[config.mk]
export PLATFORM = sky130hd
export DESIGN_NAME = first_fit_contiguous_channel_allocator
export DESIGN_NICKNAME = d
export VERILOG_FILES = /design/src/sv/ffcca_pkg.sv /design/src/sv/ffcca_ram.sv /design/src/sv/first_fit_contiguous_channel_allocator.sv
export SDC_FILE = /design/constraint.sdc
export NUM_CORES = 1
export LEC_CHECK = 0
export BUFFER_PORTS_ARGS = -buffer_cell sky130_fd_sc_hd__buf_2
export CORE_ASPECT_RATIO = 0.5
export CORE_MARGIN = 10
export CORE_UTILIZATION = 45
export DETAILED_ROUTE_END_ITERATION = 6
export GPL_TIMING_DRIVEN = 0
export PLACE_DENSITY = 0.72
export SLEW_MARGIN = 20
export SYNTH_ARGS = -nofsm -noshare
export SYNTH_HDL_FRONTEND = slang
export SYNTH_HIERARCHICAL = 1
export SYNTH_SLANG_ARGS = --single-unit
[constraint.sdc]
create_clock -name i_clk -period 6.6 [get_ports i_clk]
set_input_delay 0.99 -clock i_clk [delete_from_list [all_inputs] [get_ports i_clk]]
set_output_delay 0.99 -clock i_clk [all_outputs]
set_load 0.005 [all_outputs]
[src/sv/ffcca_pkg.sv]
`timescale 1ns / 1ps
// Shared types and constants for the first-fit contiguous channel allocator.
// No dependencies.
package ffcca_pkg;

    typedef enum logic [2:0] {
        ST_CLR,
        ST_IDLE,
        ST_PREP,
        ST_SCAN,
        ST_MARK,
        ST_FIN
    } t_state;

    localparam int CFG_W    = 9;
    localparam int BW_W     = 12;
    localparam int CNT_W    = 9;
    localparam int FIRST_W  = 8;

    localparam logic [12:0] ROUND_UP_ADD = 13'd9;
    localparam logic [15:0] DIV10_RECIP  = 16'd52429;
    localparam int          DIV10_SHIFT  = 19;

    localparam logic [CFG_W-1:0] NUM_CHANNELS_RST = 9'd256;

    // ceil(bw / 10) through a reciprocal multiply, exact for every 12-bit input
    function automatic logic [CNT_W-1:0] ceil_div10(input logic [BW_W-1:0] bw);
        logic [12:0] x;
        logic [28:0] p;
        x = {1'b0, bw} + ROUND_UP_ADD;
        p = 29'(x) * 29'(DIV10_RECIP);
        return CNT_W'(p >> DIV10_SHIFT);
    endfunction

endpackage

[src/sv/ffcca_ram.sv]
`timescale 1ns / 1ps
// Generic simple dual-port RAM: one write port, one read port, registered read.
// No dependencies.
module ffcca_ram #(
    parameter int WIDTH = 1,
    parameter int DEPTH = 256
) (
    input  logic                                    i_clk,
    input  logic                                    i_we,
    input  logic [((DEPTH > 1) ? $clog2(DEPTH) : 1)-1:0] i_waddr,
    input  logic [WIDTH-1:0]                        i_wdata,
    input  logic [((DEPTH > 1) ? $clog2(DEPTH) : 1)-1:0] i_raddr,
    output logic [WIDTH-1:0]                        o_rdata
);

    logic [WIDTH-1:0] r_mem [DEPTH];
    logic [WIDTH-1:0] r_rdata;

    always_ff @(posedge i_clk) begin
        if (i_we) begin
            r_mem[i_waddr] <= i_wdata;
        end
        r_rdata <= r_mem[i_raddr];
    end

    assign o_rdata = r_rdata;

endmodule

[src/sv/first_fit_contiguous_channel_allocator.sv]
`timescale 1ns / 1ps
// One request at a time, busy high throughout, from the accepting edge to the o_valid strobe.
// The scan reads one occupancy bit per cycle from the map RAM; marking writes one per cycle.
// Reset clears control state and then sweeps the map RAM to free, one channel per cycle
// over all min(MAX_CHANNELS, 512) entries, with busy high. Results cannot be stalled.
// Depends on ffcca_pkg and ffcca_ram.
module first_fit_contiguous_channel_allocator #(
    parameter int MAX_CHANNELS = 256
) (
    input  logic        i_clk,
    input  logic        i_rst_n,
    input  logic        start,
    output logic        busy,
    input  logic [11:0] i_bandwidth,
    input  logic        i_cfg_we,
    input  logic [8:0]  i_cfg_wdata,
    output logic        o_valid,
    output logic        o_granted,
    output logic [7:0]  o_first_channel,
    output logic [8:0]  o_channels_needed,
    output logic [8:0]  o_used_total,
    output logic [8:0]  o_free_left
);

    localparam int DEPTH = (MAX_CHANNELS < 512) ? MAX_CHANNELS : 512;
    localparam int AW    = (DEPTH > 1) ? $clog2(DEPTH) : 1;

    ffcca_pkg::t_state r_state, n_state;

    logic [8:0] r_cfg;
    logic [8:0] r_idx, n_idx;
    logic [8:0] r_run, n_run;
    logic [8:0] r_chk, n_chk;
    logic       r_dv, n_dv;
    logic [8:0] r_needed, n_needed;
    logic [8:0] r_first, n_first;
    logic       r_grant, n_grant;
    logic [8:0] r_used, n_used;

    logic       r_o_valid, n_o_valid;
    logic       r_o_granted, n_o_granted;
    logic [7:0] r_o_first, n_o_first;
    logic [8:0] r_o_needed, n_o_needed;
    logic [8:0] r_o_used, n_o_used;
    logic [8:0] r_o_free, n_o_free;

    logic [8:0] eff;
    logic [8:0] run_inc;
    logic       hit;
    logic       ram_we;
    logic       ram_wdata;
    logic       ram_rdata;

    assign eff = ({1'b0, r_cfg} > 10'(DEPTH)) ? 9'(DEPTH) : r_cfg;
    assign run_inc = r_run + 9'd1;
    assign hit = r_dv && !ram_rdata && (run_inc == r_needed);

    ffcca_ram #(
        .WIDTH(1),
        .DEPTH(DEPTH)
    ) u_map (
        .i_clk  (i_clk),
        .i_we   (ram_we),
        .i_waddr(AW'(r_idx)),
        .i_wdata(ram_wdata),
        .i_raddr(AW'(r_idx)),
        .o_rdata(ram_rdata)
    );

    always_ff @(posedge i_clk) begin
        if (!i_rst_n) begin
            r_cfg <= ffcca_pkg::NUM_CHANNELS_RST;
        end else if (i_cfg_we) begin
            r_cfg <= i_cfg_wdata;
        end
    end

    always_ff @(posedge i_clk) begin
        if (!i_rst_n) begin
            r_state   <= ffcca_pkg::ST_CLR;
            r_idx     <= '0;
            r_dv      <= 1'b0;
            r_used    <= '0;
            r_o_valid <= 1'b0;
        end else begin
            r_state   <= n_state;
            r_idx     <= n_idx;
            r_dv      <= n_dv;
            r_used    <= n_used;
            r_o_valid <= n_o_valid;
        end
    end

    always_ff @(posedge i_clk) begin
        r_run       <= n_run;
        r_chk       <= n_chk;
        r_needed    <= n_needed;
        r_first     <= n_first;
        r_grant     <= n_grant;
        r_o_granted <= n_o_granted;
        r_o_first   <= n_o_first;
        r_o_needed  <= n_o_needed;
        r_o_used    <= n_o_used;
        r_o_free    <= n_o_free;
    end

    always_comb begin
        n_state     = r_state;
        n_idx       = r_idx;
        n_run       = r_run;
        n_chk       = r_chk;
        n_dv        = 1'b0;
        n_needed    = r_needed;
        n_first     = r_first;
        n_grant     = r_grant;
        n_used      = r_used;
        n_o_valid   = 1'b0;
        n_o_granted = r_o_granted;
        n_o_first   = r_o_first;
        n_o_needed  = r_o_needed;
        n_o_used    = r_o_used;
        n_o_free    = r_o_free;
        ram_we      = 1'b0;
        ram_wdata   = 1'b0;

        case (r_state)
            ffcca_pkg::ST_CLR: begin
                ram_we = 1'b1;
                n_idx  = r_idx + 9'd1;
                if (r_idx == 9'(DEPTH - 1)) begin
                    n_idx   = '0;
                    n_state = ffcca_pkg::ST_IDLE;
                end
            end
            ffcca_pkg::ST_IDLE: begin
                if (start) begin
                    n_needed = ffcca_pkg::ceil_div10(i_bandwidth);
                    n_state  = ffcca_pkg::ST_PREP;
                end
            end
            ffcca_pkg::ST_PREP: begin
                n_idx   = '0;
                n_run   = '0;
                n_first = '0;
                if (r_needed == '0) begin
                    n_grant = 1'b1;
                    n_state = ffcca_pkg::ST_FIN;
                end else if (r_needed > eff) begin
                    n_grant = 1'b0;
                    n_state = ffcca_pkg::ST_FIN;
                end else begin
                    n_state = ffcca_pkg::ST_SCAN;
                end
            end
            ffcca_pkg::ST_SCAN: begin
                n_chk = r_idx;
                if (r_idx < eff) begin
                    n_dv  = 1'b1;
                    n_idx = r_idx + 9'd1;
                end
                if (r_dv) begin
                    n_run = ram_rdata ? 9'd0 : run_inc;
                end
                if (hit) begin
                    n_first = r_chk + 9'd1 - r_needed;
                    n_idx   = r_chk + 9'd1 - r_needed;
                    n_run   = r_needed;
                    n_dv    = 1'b0;
                    n_state = ffcca_pkg::ST_MARK;
                end else if (!r_dv && (r_idx >= eff)) begin
                    n_grant = 1'b0;
                    n_first = '0;
                    n_state = ffcca_pkg::ST_FIN;
                end
            end
            ffcca_pkg::ST_MARK: begin
                ram_we    = 1'b1;
                ram_wdata = 1'b1;
                n_idx     = r_idx + 9'd1;
                n_run     = r_run - 9'd1;
                if (r_run == 9'd1) begin
                    n_used  = r_used + r_needed;
                    n_grant = 1'b1;
                    n_state = ffcca_pkg::ST_FIN;
                end
            end
            ffcca_pkg::ST_FIN: begin
                n_o_valid   = 1'b1;
                n_o_granted = r_grant;
                n_o_first   = r_first[7:0];
                n_o_needed  = r_needed;
                n_o_used    = r_used;
                n_o_free    = (eff > r_used) ? (eff - r_used) : 9'd0;
                n_state     = ffcca_pkg::ST_IDLE;
            end
            default: begin
                n_state = ffcca_pkg::ST_IDLE;
            end
        endcase
    end

    assign busy              = (r_state != ffcca_pkg::ST_IDLE);
    assign o_valid           = r_o_valid;
    assign o_granted         = r_o_granted;
    assign o_first_channel   = r_o_first;
    assign o_channels_needed = r_o_needed;
    assign o_used_total      = r_o_used;
    assign o_free_left       = r_o_free;

endmodule

After elaboration in Yosys (flattened, before gate mapping)
Memory sizes are Yosys's and may differ from the RTL's. A register that Yosys moved wholly into a read port is not among the register bits.
Cells that the tools add are included.
{ "totals": {"mem_count": 1, "register_bits": 104, "ramBits": 256, "in_bits": 25, "wordCells": 102, "output_inout_bits": 38} }
{ "memory_table": {"columns": ["memory", "words", "word_bits", "rd", "rd_clocked_by_memory_dff", "write_ports", "line", "source"], "rows": [
  ["u_map.r_mem", 256, 1, 1, 1, 1, "ffcca_ram.sv:16", "logic [WIDTH-1:0] r_mem [DEPTH];"]
]} }
{ "classes": {"n_bitwise": 2, "mul": 1, "add_sub_neg": 8, "reduce_logical": 19, "mux": 32, "n_eq_ne": 18, "n_lt_le_gt_ge": 5} }
{ "op_table": {"columns": ["operator", "count"], "rows": [
  ["9-bit two-way mux", 7],
  ["9-bit case mux with 4 select lines", 1],
  ["13-bit by 16-bit multiplier with 28-bit output, second input constant", 1],
  ["9-bit by 1-bit adder with 9-bit output, second input constant", 3],
  ["9-bit case mux with 3 select lines", 1],
  ["3-bit two-way mux", 7],
  ["9-bit > comparator", 2],
  ["9-bit subtractor", 2],
  ["8-bit two-way mux", 2],
  ["8-bit case mux with 2 select lines", 1],
  ["3-bit case mux with 5 select lines", 1],
  ["12-bit by 4-bit adder with 13-bit output, second input constant", 1],
  ["3-bit != test, second input constant", 4],
  ["1-bit two-way mux", 11],
  ["2-bit != test, second input constant", 5],
  ["2-bit AND reduction", 5],
  ["9-bit adder", 1],
  ["9-bit by 1-bit == test with 1-bit output, second input constant", 1],
  ["9-bit by 8-bit == test with 1-bit output, second input constant", 1],
  ["9-bit == test", 1],
  ["9-bit >= comparator", 1],
  ["9-bit > comparator, second input constant", 1],
  ["9-bit zero test", 1],
  ["9-bit less-than comparator", 1],
  ["other kinds (17)", 23]
]} }

Depth between registers and ports, before layout
Gate-level depths: netlist (run 1).
{ "logic_depth": {"depth_word": 7, "mapped_depth": 24, "ltp_nobuf": 24} }

By module
Netlist (run 1), hierarchy kept.
{ "modules_own_cells": {"columns": ["mod", "cells_each", "seq_area_each_um2", "instances", "area_each_um2"], "rows": [
  ["ffcca_ram", 788, 7707.4, 1, 11128.2],
  ["first_fit_contiguous_channel_allocator", 932, 2802.7, 1, 9121.2]
]} }

Worst setup path before layout (run 1)
OpenSTA, ideal clock, no wires.
{ "synth_timing": {"path_type": "input-to-reg", "from": "input i_bandwidth[0]", "to": "register r_needed[8] (data pin)", "n_path_buf": 0, "setup_ns": 0.260, "setup_slack_ns": 0.438, "path_stages": 20, "arrival_time_ns": 5.902, "required_time_ns": 6.340, "path_cell_list": "ha_1 > a21oi_1 > and3b_1 > xor2_1 > ha_1 > fa_1 > inv_1 > fa_1 > inv_1 > fa_1 > fa_1 > ha_1 > nand2_1 > o21ai_0 > nor3_1 > a211oi_1 > a211oi_1 > a21oi_1 > a21oi_1 > xnor2_1"} }
{ "synth_via": {"elab_chain_len": 2} }
{ "synth_rtl": {"columns": ["item", "line", "source"], "rows": [
  ["from (decl)", "first_fit_contiguous_channel_allocator.sv:14", "input logic [11:0] i_bandwidth,"],
  ["12-bit by 4-bit adder with 13-bit output", "ffcca_pkg.sv:30", "x = {1'b0, bw} + ROUND_UP_ADD;"],
  ["13-bit by 16-bit multiplier with 28-bit output", "ffcca_pkg.sv:31", "p = 29'(x) * 29'(DIV10_RECIP);"],
  ["to (signal assigned)", "first_fit_contiguous_channel_allocator.sv:97", "r_needed <= n_needed;"],
  ["to (decl)", "first_fit_contiguous_channel_allocator.sv:35", "logic [8:0] r_needed, n_needed;"]
]} }
No other way between the ends.
A chain may end at the register's enable or synchronous reset.

Final worst setup path (run 1)
Ends and elaborated chain as after synthesis.

==> results of run 1 <==
layout make-up:
cell class / instances / area [um^2] / area share [%]
Tap cell: 588 / 736 / 3.26
Timing Repair Buffer: 64 / 395 / 1.75
Inverter: 155 / 582 / 2.58
Multi-Input combinational cell: 1126 / 8800 / 39.0
Clock buffer: 47 / 992 / 4.40
Sequential cell: 361 / 10500 / 46.6
Clock inverter: 18 / 143 / 0.633
Buffer: 78 / 394 / 1.75
through the flow:
stage	utilization, %	setup slack, ps
after floorplan	-	438
after global routing	51.3	111
after global placement	48.4	-2730
after detailed placement	48.6	-439
after CTS	51.2	118
final	51.3	375
critical path, delay by kind of cell:
family / cells / cell delay, ps
buf+inv: 3 / 280
fa+ha+maj: 7 / 3000
compound gates: 7 / 1480
xor+xnor: 2 / 460
simple gates: 2 / 290
power by group:
| group | internal [mW] | leakage [nW] | switching [mW] |
|---|---|---|---|
| Clock | 1.11 | 0.557 | 0.885 |
| Sequential | 2.51 | 2.79 | 0.0109 |
| Combinational | 0.724 | 4.52 | 0.959 |
| Total | 4.34 | 7.86 | 1.85 |
metal layers:
layer,track usage [%],part of all wire (%),vias to the layer above
li1,-,-,6339
met1,22.9,42,6714
met2,28.8,46,619
met3,3.61,9.7,75
met4,4.49,2.0,0
met5,0,0,-
flip-flops by register name (all words and copies together), names as in the netlist, 9 cells and up:
name               count
o_channels_needed      9
o_free_left            9
o_used_total           9
r_cfg                  9
r_chk                  9
r_idx                  9
r_needed               9
r_run                  9
r_used                 9
u_map/r_mem          256
cell usage in the layout, fill, tap and decap left out, types with 10 or more instances in the layout:
cell type,count
nand3_1,27
xnor2_1,33
nor4_1,10
clkbuf_1,54
nor2b_1,29
o21ai_0,44
and2_1,15
inv_1,154
a22oi_1,14
mux2i_1,63
clkbuf_16,36
buf_2,72
a21oi_1,39
mux4_2,42
nor2_1,309
ha_1,133
dfxtp_1,33
edfxtp_1,328
nor3_1,15
o22ai_1,24
nand4_1,16
nand2_1,93
buf_4,10
fa_1,51
xor2_1,19
cell families after synthesis:
family,share of synthesized area (%)
AOI/OAI and AO/OA,6.96
xor gates and xnor gates,2.40
adders and majority gates,13.3
buffers and inverters,4.80
DFF,51.9
muxes,7.84
other,0.0185
and+or+nand+nor,12.8
repair_timing:
action / 4_1_cts / 5_1_grt
endpoints found under the setup margin: 0 / 3
gates resized for setup: 0 / 5
endpoints found under the hold margin: 0 / 0
cells in the mapped netlist, drive strengths merged, types with 6 or more instances:
cell / count
a31oi: 6
xor2: 20
buf: 29
mux2i: 63
inv: 154
edfxtp: 328
o21ai: 46
a211oi: 8
nand3: 28
nor2b: 29
o22ai: 24
ha: 133
or3: 7
o31ai: 6
o221ai: 8
fa: 51
a22o: 9
mux4: 42
nand2: 94
xnor2: 33
o211ai: 6
and2: 17
and3: 9
clkbuf: 49
dfxtp: 33
a22oi: 14
o21a: 9
a21oi: 41
nor4: 10
nand4: 16
a21o: 9
nor3: 17
nor2: 311
nand2b: 9
worst paths after layout:
| path | start | endpoint | slack, ps | depth (start not counted) |
|---|---|---|---|---|
| min reg2reg | r_first[1] | o_first_channel[1] | 420 | 0 |
| min | r_first[1] | o_first_channel[1] | 420 | 0 |
| max reg2reg | r_idx[0] | u_map/o_rdata | 3070 | 8 |
| max | i_bandwidth[0] | r_needed[8] | 370 | 21 |
==> results_dict.tcl, run 1 <==
set metrics [dict create \
    nNetsFinal 2031 \
    clock_path_buffers 3 \
    crit_path_end_kind "flop" \
    post-route-period-util_pct 94.3 \
    vias 13700 \
    path_max_fanout 5 \
    cts_made_buffers 36 \
    cpMostUsedCell "fa_1" \
    yosys_warnings 6 \
    h-tree-depth 2 \
    dr.pass1.iters 5 \
    worstMarginPinSlew_ps 1050 \
    rsz0062_at_grt "no" \
    dp_cells 2372 \
    path_class "in2reg" \
    finalNonFillerCells 2437 \
    synth.distinct_cells 75 \
    start_kind "input pin" \
    grt_max_degree 82 \
    hold_ws_ps 417 \
    post_dp_cell_area_mm2 0.0214 \
    insertion_delay_ps 550 \
    setup-tns-final_ps 0 \
    max_stage_delay_ps 590 \
    cts_root_buf "clkbuf_16" \
    syn-instance-count 1720 \
    outcome "finished, final reports clean" \
    slew_viol_final 0 \
    post-cts-setup-buffer-count 0 \
    yosysTopAreaCell "edfxtp_1" \
    synth_area_per_cell_um2 11.8 \
    cts_hold_buf 0 \
    boundaryPins 63 \
    async_flop_share_pct 0 \
    cp.arrival_ps 6510 \
    seq_area_frac_synth_pct 51.9 \
    design.core.area_mm2 0.0440 \
    wl_per_cell_um 19.6 \
    fin_skew_ps 26.3 \
    synthTopCellsByArea "edfxtp_1, ha_1, nor2_1" \
    worstPathCellList "buf_2, ha_1, a21oi_2, and3b_1, xor2_1, ha_1, fa_1, inv_1, fa_1, fa_1, fa_1, inv_1, ha_1, o21ai_0, a21oi_1, nor3_1, a211oi_2, a211oi_2, a21oi_1, a21oi_1, xnor2_1" \
    drc 0 \
    area_growth_pct 11.4 \
    hold_class "reg2reg" \
    postRouteAntennaNets 0 \
    fin_crit_ps 6230 \
    relSlewSlack_pct 29.9 \
    dieArea_mm2 0.0544 \
    yosysTopAreaCellShare_pct 48.6 \
    max_freq_ghz 0.161 \
    rows 54 \
    path_clk_slew_ps 60 \
    grt_antenna_before_repair 0 \
    total_power_mw 6.20 \
    p_leak_nw 7.86 \
    drt-initial-drc-count 1573 \
    via_per_inst 5.64 \
    cp.required_ps 6890 \
    peakVddDrop_mv 0.197 \
    portBuffers 60 \
    n_antenna_cell 0 \
    postLayoutCellArea_mm2 0.0226 \
    cpMaxStageDelayCell "fa_1" \
    overflow 0 \
    powerDensity_mw_per_mm2 275 \
    cts_tree "done" \
    fill_cells 3719 \
    die_h_um 170 \
    grt_first_pass_wirelength_um 75200 \
    place.gp.congestion 0.874 \
    grt_pass1_vias 13700 \
    drive_gt1_share_pct 11.6 \
    synth_seq_cells 361 \
    hold_viol_final 0 \
    wirelength_um 47900 \
    die_w_um 320 \
    cts_sinks 361 \
    setup_viol 0 \
    synth-edff-count 328 \
    drv_cap 0 \
    synth_ff_type "edfxtp_1" \
    synth_area_mm2 0.0202 \
    synth_fp_nets 1929 \
    post-dp-hpwl_um 34200 \
    grtUsageTotal_pct 17.3 \
    start_util_pct 46.0 \
]
No activity file was read; power rests on OpenSTA's default activity.
==> run 2, diff against run 1 <==
ABC_CLOCK_PERIOD_IN_PS = 8000   (was not set)
clock period = 8 ns   (was 6.6 ns; I/O delays follow)
==> run 2 against run 1 <==
Compared with the run above: cell count unchanged; clock skew down 1.0 ps; critical path type unchanged; highest routed layer unchanged; clock-buffer cell count unchanged; clock power down 18%; cell area down 0.13%; global-route usage unchanged; setup slack better by 900 ps; sequential share of layout area up 0.060 points; die area unchanged; core utilization down 0.065 points.
==> results_dict.tcl, run 2 (synthesis gave the netlist of run 1 again) <==
set metrics [dict create \
    outcome "finished, final reports clean" \
    hold_ws_ps 418 \
    start_util_pct 46.0 \
    via_per_inst 5.64 \
    layout_common_cells "edfxtp_1, nor2_1, inv_1" \
    largest_register_ffs 256 \
    worstPathCellList "buf_2, ha_1, a21oi_1, and3b_1, xor2_1, ha_1, fa_1, inv_1, fa_1, fa_1, fa_1, inv_1, ha_1, o21ai_0, a21oi_1, nor3_1, a211oi_1, a211oi_1, a21oi_1, a21oi_1, xnor2_1" \
    vias 13700 \
    die_w_um 320 \
    post-dp-hpwl_um 34200 \
    setup_viol 0 \
    cpMaxStageDelayCell "fa_1" \
    final_util_pct 51.2 \
    fin_skew_ps 25.2 \
    final_common_cell "edfxtp_1" \
    drt-initial-drc-count 1599 \
    finalNonFillerCells 2437 \
    path_delay_family "adder cells" \
    start_kind "input pin" \
    grt_max_degree 82 \
    cts_hold_buf 0 \
    h-tree-depth 2 \
    rows 54 \
    p_leak_nw 7.86 \
    total_power_mw 5.09 \
    dp_cells 2372 \
    n_antenna_cell 0 \
    postLayoutCellArea_mm2 0.0225 \
    design.core.area_mm2 0.0440 \
    hold_class "reg2reg" \
    drive_gt1_share_pct 11.4 \
    dr.pass1.iters 5 \
    post-route-period-util_pct 84.1 \
    hold_viol_final 0 \
    postRouteAntennaNets 0 \
    grtUsageTotal_pct 17.3 \
    insertion_delay_ps 550 \
    max_freq_ghz 0.149 \
    peakVddDrop_mv 0.162 \
    rsz0062_at_grt "no" \
    ctsResizeCount 0 \
    crit_path_end_kind "flop" \
    cts_made_buffers 36 \
    wl_per_cell_um 19.6 \
    post-place-ws_ps 751 \
    grt_first_pass_wirelength_um 75200 \
    path_class "in2reg" \
    nNetsFinal 2031 \
    area_growth_pct 11.2 \
    portBuffers 60 \
    boundaryPins 63 \
    max_stage_delay_ps 590 \
    setup-tns-final_ps 0 \
    fill_cells 3727 \
    grt_antenna_before_repair 0 \
    largest_register "u_map/r_mem" \
    cp.arrival_ps 7010 \
    cts_sinks 361 \
    worstMarginPinSlew_ps 1060 \
    post-cts-setup-buffer-count 0 \
    drv_cap 0 \
    cts_tree "done" \
    wirelength_um 47900 \
    die_h_um 170 \
    place.gp.congestion 0.874 \
    cts_root_buf "clkbuf_16" \
    dieArea_mm2 0.0544 \
    cp_num_buf_inv 3 \
    overflow 0 \
    post_dp_cell_area_mm2 0.0214 \
    slew_viol_final 0 \
    powerDensity_mw_per_mm2 226 \
    drc 0 \
    relSlewSlack_pct 29.0 \
    cp.required_ps 8280 \
    fin_ws_ps 1270 \
    path_clk_slew_ps 60 \
    clock_path_buffers 3 \
    grt_pass1_vias 13700 \
    fin_crit_ps 6730 \
    path_max_fanout 5 \
]
## run 2: cell counts in the layout (fill, tap and decap cells not counted)
No cell type changed its count.
## run 2: final cells by class
class | instances | area (um^2) | area share (%)
buffer | 78 | 394 | 1.75
clock buffer | 47 | 992 | 4.41
clock inverter | 18 | 143 | 0.633
inverter | 155 | 582 | 2.58
multi-input combinational | 1126 | 8770 | 38.9
sequential | 361 | 10500 | 46.7
tap | 588 | 736 | 3.27
timing repair buffer | 64 | 395 | 1.76
## run 2: path summary, 6_finish.rpt
check	cells past startpoint	slack, ps	end	start
setup / recovery	21	1270	r_needed[8]	i_bandwidth[0]
hold reg to reg	0	420	o_first_channel[1]	r_first[1]
hold / removal	0	420	o_first_channel[1]	r_first[1]
setup reg to reg	8	4470	u_map/o_rdata	r_idx[3]
## run 2: power breakdown
part	total, mW	leakage [nW]	switching, mW	internal (mW)
Combinational	1.37	4.52	0.778	0.588
Clock	1.65	0.557	0.729	0.917
Sequential	2.08	2.79	0.00899	2.07
## run 2: routing by layer
metal	vias up	GRT usage, %	wire length [um]
li1	6336	-	-
met1	6735	22.9	20400
met2	590	28.8	22200
met3	75	3.61	4250
met4	0	4.49	1050
met5	-	0	0
==> run 3, diff against run 2 <==
ABC_CLOCK_PERIOD_IN_PS = 6300   (was 8000)
clock period = 6.3 ns   (was 8 ns; I/O delays follow)
==> run 3 against run 2 <==
Compared with the run above: total power rose by 28%; cell area rose by 0.26%; largest power group unchanged; first-iteration DRC count barely moved; via count rose by 0.41%.
==> results_dict.tcl, run 3 (synthesis gave the netlist of run 1 again) <==
set metrics [dict create \
    total_power_mw 6.50 \
    cp.arrival_ps 6260 \
    drive_gt1_share_pct 11.8 \
    crit_path_end_kind "flop" \
    post-cts-setup-buffer-count 0 \
    p_leak_nw 7.88 \
    hold_ws_ps 415 \
    place.gp.congestion 0.874 \
    cts_sinks 361 \
    post-dp-hpwl_um 34200 \
    via_per_inst 5.66 \
    regArea_mm2 0.0105 \
    cts_root_buf "clkbuf_16" \
    post_dp_cell_area_mm2 0.0214 \
    rows 54 \
    die_h_um 170 \
    clock_path_buffers 3 \
    grt_pass1_vias 13700 \
    max_freq_ghz 0.167 \
    portBuffers 60 \
    hold_depth 0 \
    insertion_delay_ps 560 \
    boundaryPins 63 \
    fin_crit_ps 5980 \
    layout_common_cells "edfxtp_1, nor2_1, inv_1" \
    dieArea_mm2 0.0544 \
    final_util_pct 51.3 \
    hold_viol_final 0 \
    multi_input_area_mm2 0.00883 \
    drc 0 \
    path_clk_slew_ps 60 \
    postRouteAntennaNets 0 \
    start_util_pct 46.0 \
    start_kind "input pin" \
    reg2reg_from "r_idx[3]" \
    overflow 0 \
    relSlewSlack_pct 30.4 \
    cts_hold_buf 0 \
    area_growth_pct 11.5 \
    fin_skew_ps 31.3 \
    dp_cells 2372 \
    r2r-end "u_map/o_rdata" \
    wl_per_cell_um 19.6 \
    cts_made_buffers 36 \
    dr.pass1.iters 5 \
    cpMaxStageDelayCell "fa_1" \
    fill_cells 3716 \
    cp.required_ps 6580 \
    design.core.area_mm2 0.0440 \
    largest_register_ffs 256 \
    post-route-period-util_pct 94.9 \
    setup_viol 0 \
    rr_worst_depth 7 \
    outcome "finished, final reports clean" \
    die_w_um 320 \
    final_common_cell "edfxtp_1" \
    postLayoutCellArea_mm2 0.0226 \
    r2r_slack_ps 2750 \
    grt_first_pass_wirelength_um 75200 \
    worstPathCellList "buf_2, ha_1, a21oi_2, and3b_1, xor2_2, ha_1, fa_1, inv_1, fa_1, fa_1, fa_1, inv_1, ha_1, o21ai_1, a21oi_1, nor3_1, a211oi_2, a211oi_2, a21oi_1, a21oi_1, xnor2_1" \
    min_to "o_first_channel[1]" \
    setup-tns-final_ps 0 \
    rsz0062_at_grt "no" \
    cpMostUsedCell "fa_1" \
    nNetsFinal 2031 \
    hold_class "reg2reg" \
    slew_viol_final 0 \
    hp-start "r_first[1]" \
    cts_tree "done" \
    grtUsageTotal_pct 17.3 \
    drv_cap 0 \
    powerDensity_mw_per_mm2 288 \
    h-tree-depth 2 \
    path_max_fanout 5 \
    grt_max_degree 82 \
    peakVddDrop_mv 0.207 \
    n_antenna_cell 0 \
    worstMarginPinSlew_ps 1040 \
    post-place-ws_ps -694 \
    largest_register "u_map/r_mem" \
    grt_antenna_before_repair 0 \
    path_class "in2reg" \
    vias 13800 \
    drt-initial-drc-count 1600 \
    wirelength_um 47900 \
    fin_ws_ps 320 \
    max_stage_delay_ps 590 \
    finalNonFillerCells 2437 \
]
==> run 3: cell counts in the layout (fill, tap and decap cells not counted) <==
Identical to the previous run, type by type.
==> run 3: worst max-delay path by stage <==
stage | end | startpoint | depth (start not counted)
6_report | r_needed[8] | i_bandwidth[0] | 21
5_1_grt | r_needed[8] | i_bandwidth[0] | 20
4_1_cts | r_needed[8] | i_bandwidth[0] | 21
3_5_place_dp | r_needed[8] | i_bandwidth[0] | 21
3_3_place_gp | u_map/r_mem[182] | r_state[0] | 5
2_1_floorplan | r_needed[8] | i_bandwidth[0] | 20
==> run 3: final cells by class <==
cell class | instances | area share, %
sequential | 361 | 46.5
multi-input combinational | 1126 | 39.1
clock buffer | 47 | 4.39
tap | 588 | 3.26
inverter | 155 | 2.58
timing repair buffer | 64 | 1.75
buffer | 78 | 1.75
clock inverter | 18 | 0.632
==> run 3: worst max-delay path: cells and delay by family <==
| kind | cells | cell delay [ps] |
|---|---|---|
| adder cells (fa/ha/maj) | 7 | 2970 |
| buffers and inverters | 3 | 280 |
| XOR/XNOR | 2 | 360 |
| AND/OR/NAND/NOR | 2 | 310 |
| AO/OA/AOI/OAI | 7 | 1390 |
==> run 3: power breakdown <==
group	internal (mW)	total, mW	switching (mW)
Combinational	0.762	1.77	1.01
Sequential	2.63	2.64	0.0115
Clock	1.16	2.09	0.928
==> run 3: routing by layer <==
layer,GRT usage (%),routed length (um),vias to the layer above
li1,-,-,6344
met1,22.9,20300,6783
met2,28.8,22200,592
met3,3.61,4360,74
met4,4.49,949,0
met5,0,0,-
==> run 3: what timing repair did <==
action | CTS | global route
endpoints found under the setup margin | 2 | 4
gates resized for setup | 3 | 8
pin swaps | 0 | 1
gates cloned | 0 | 0
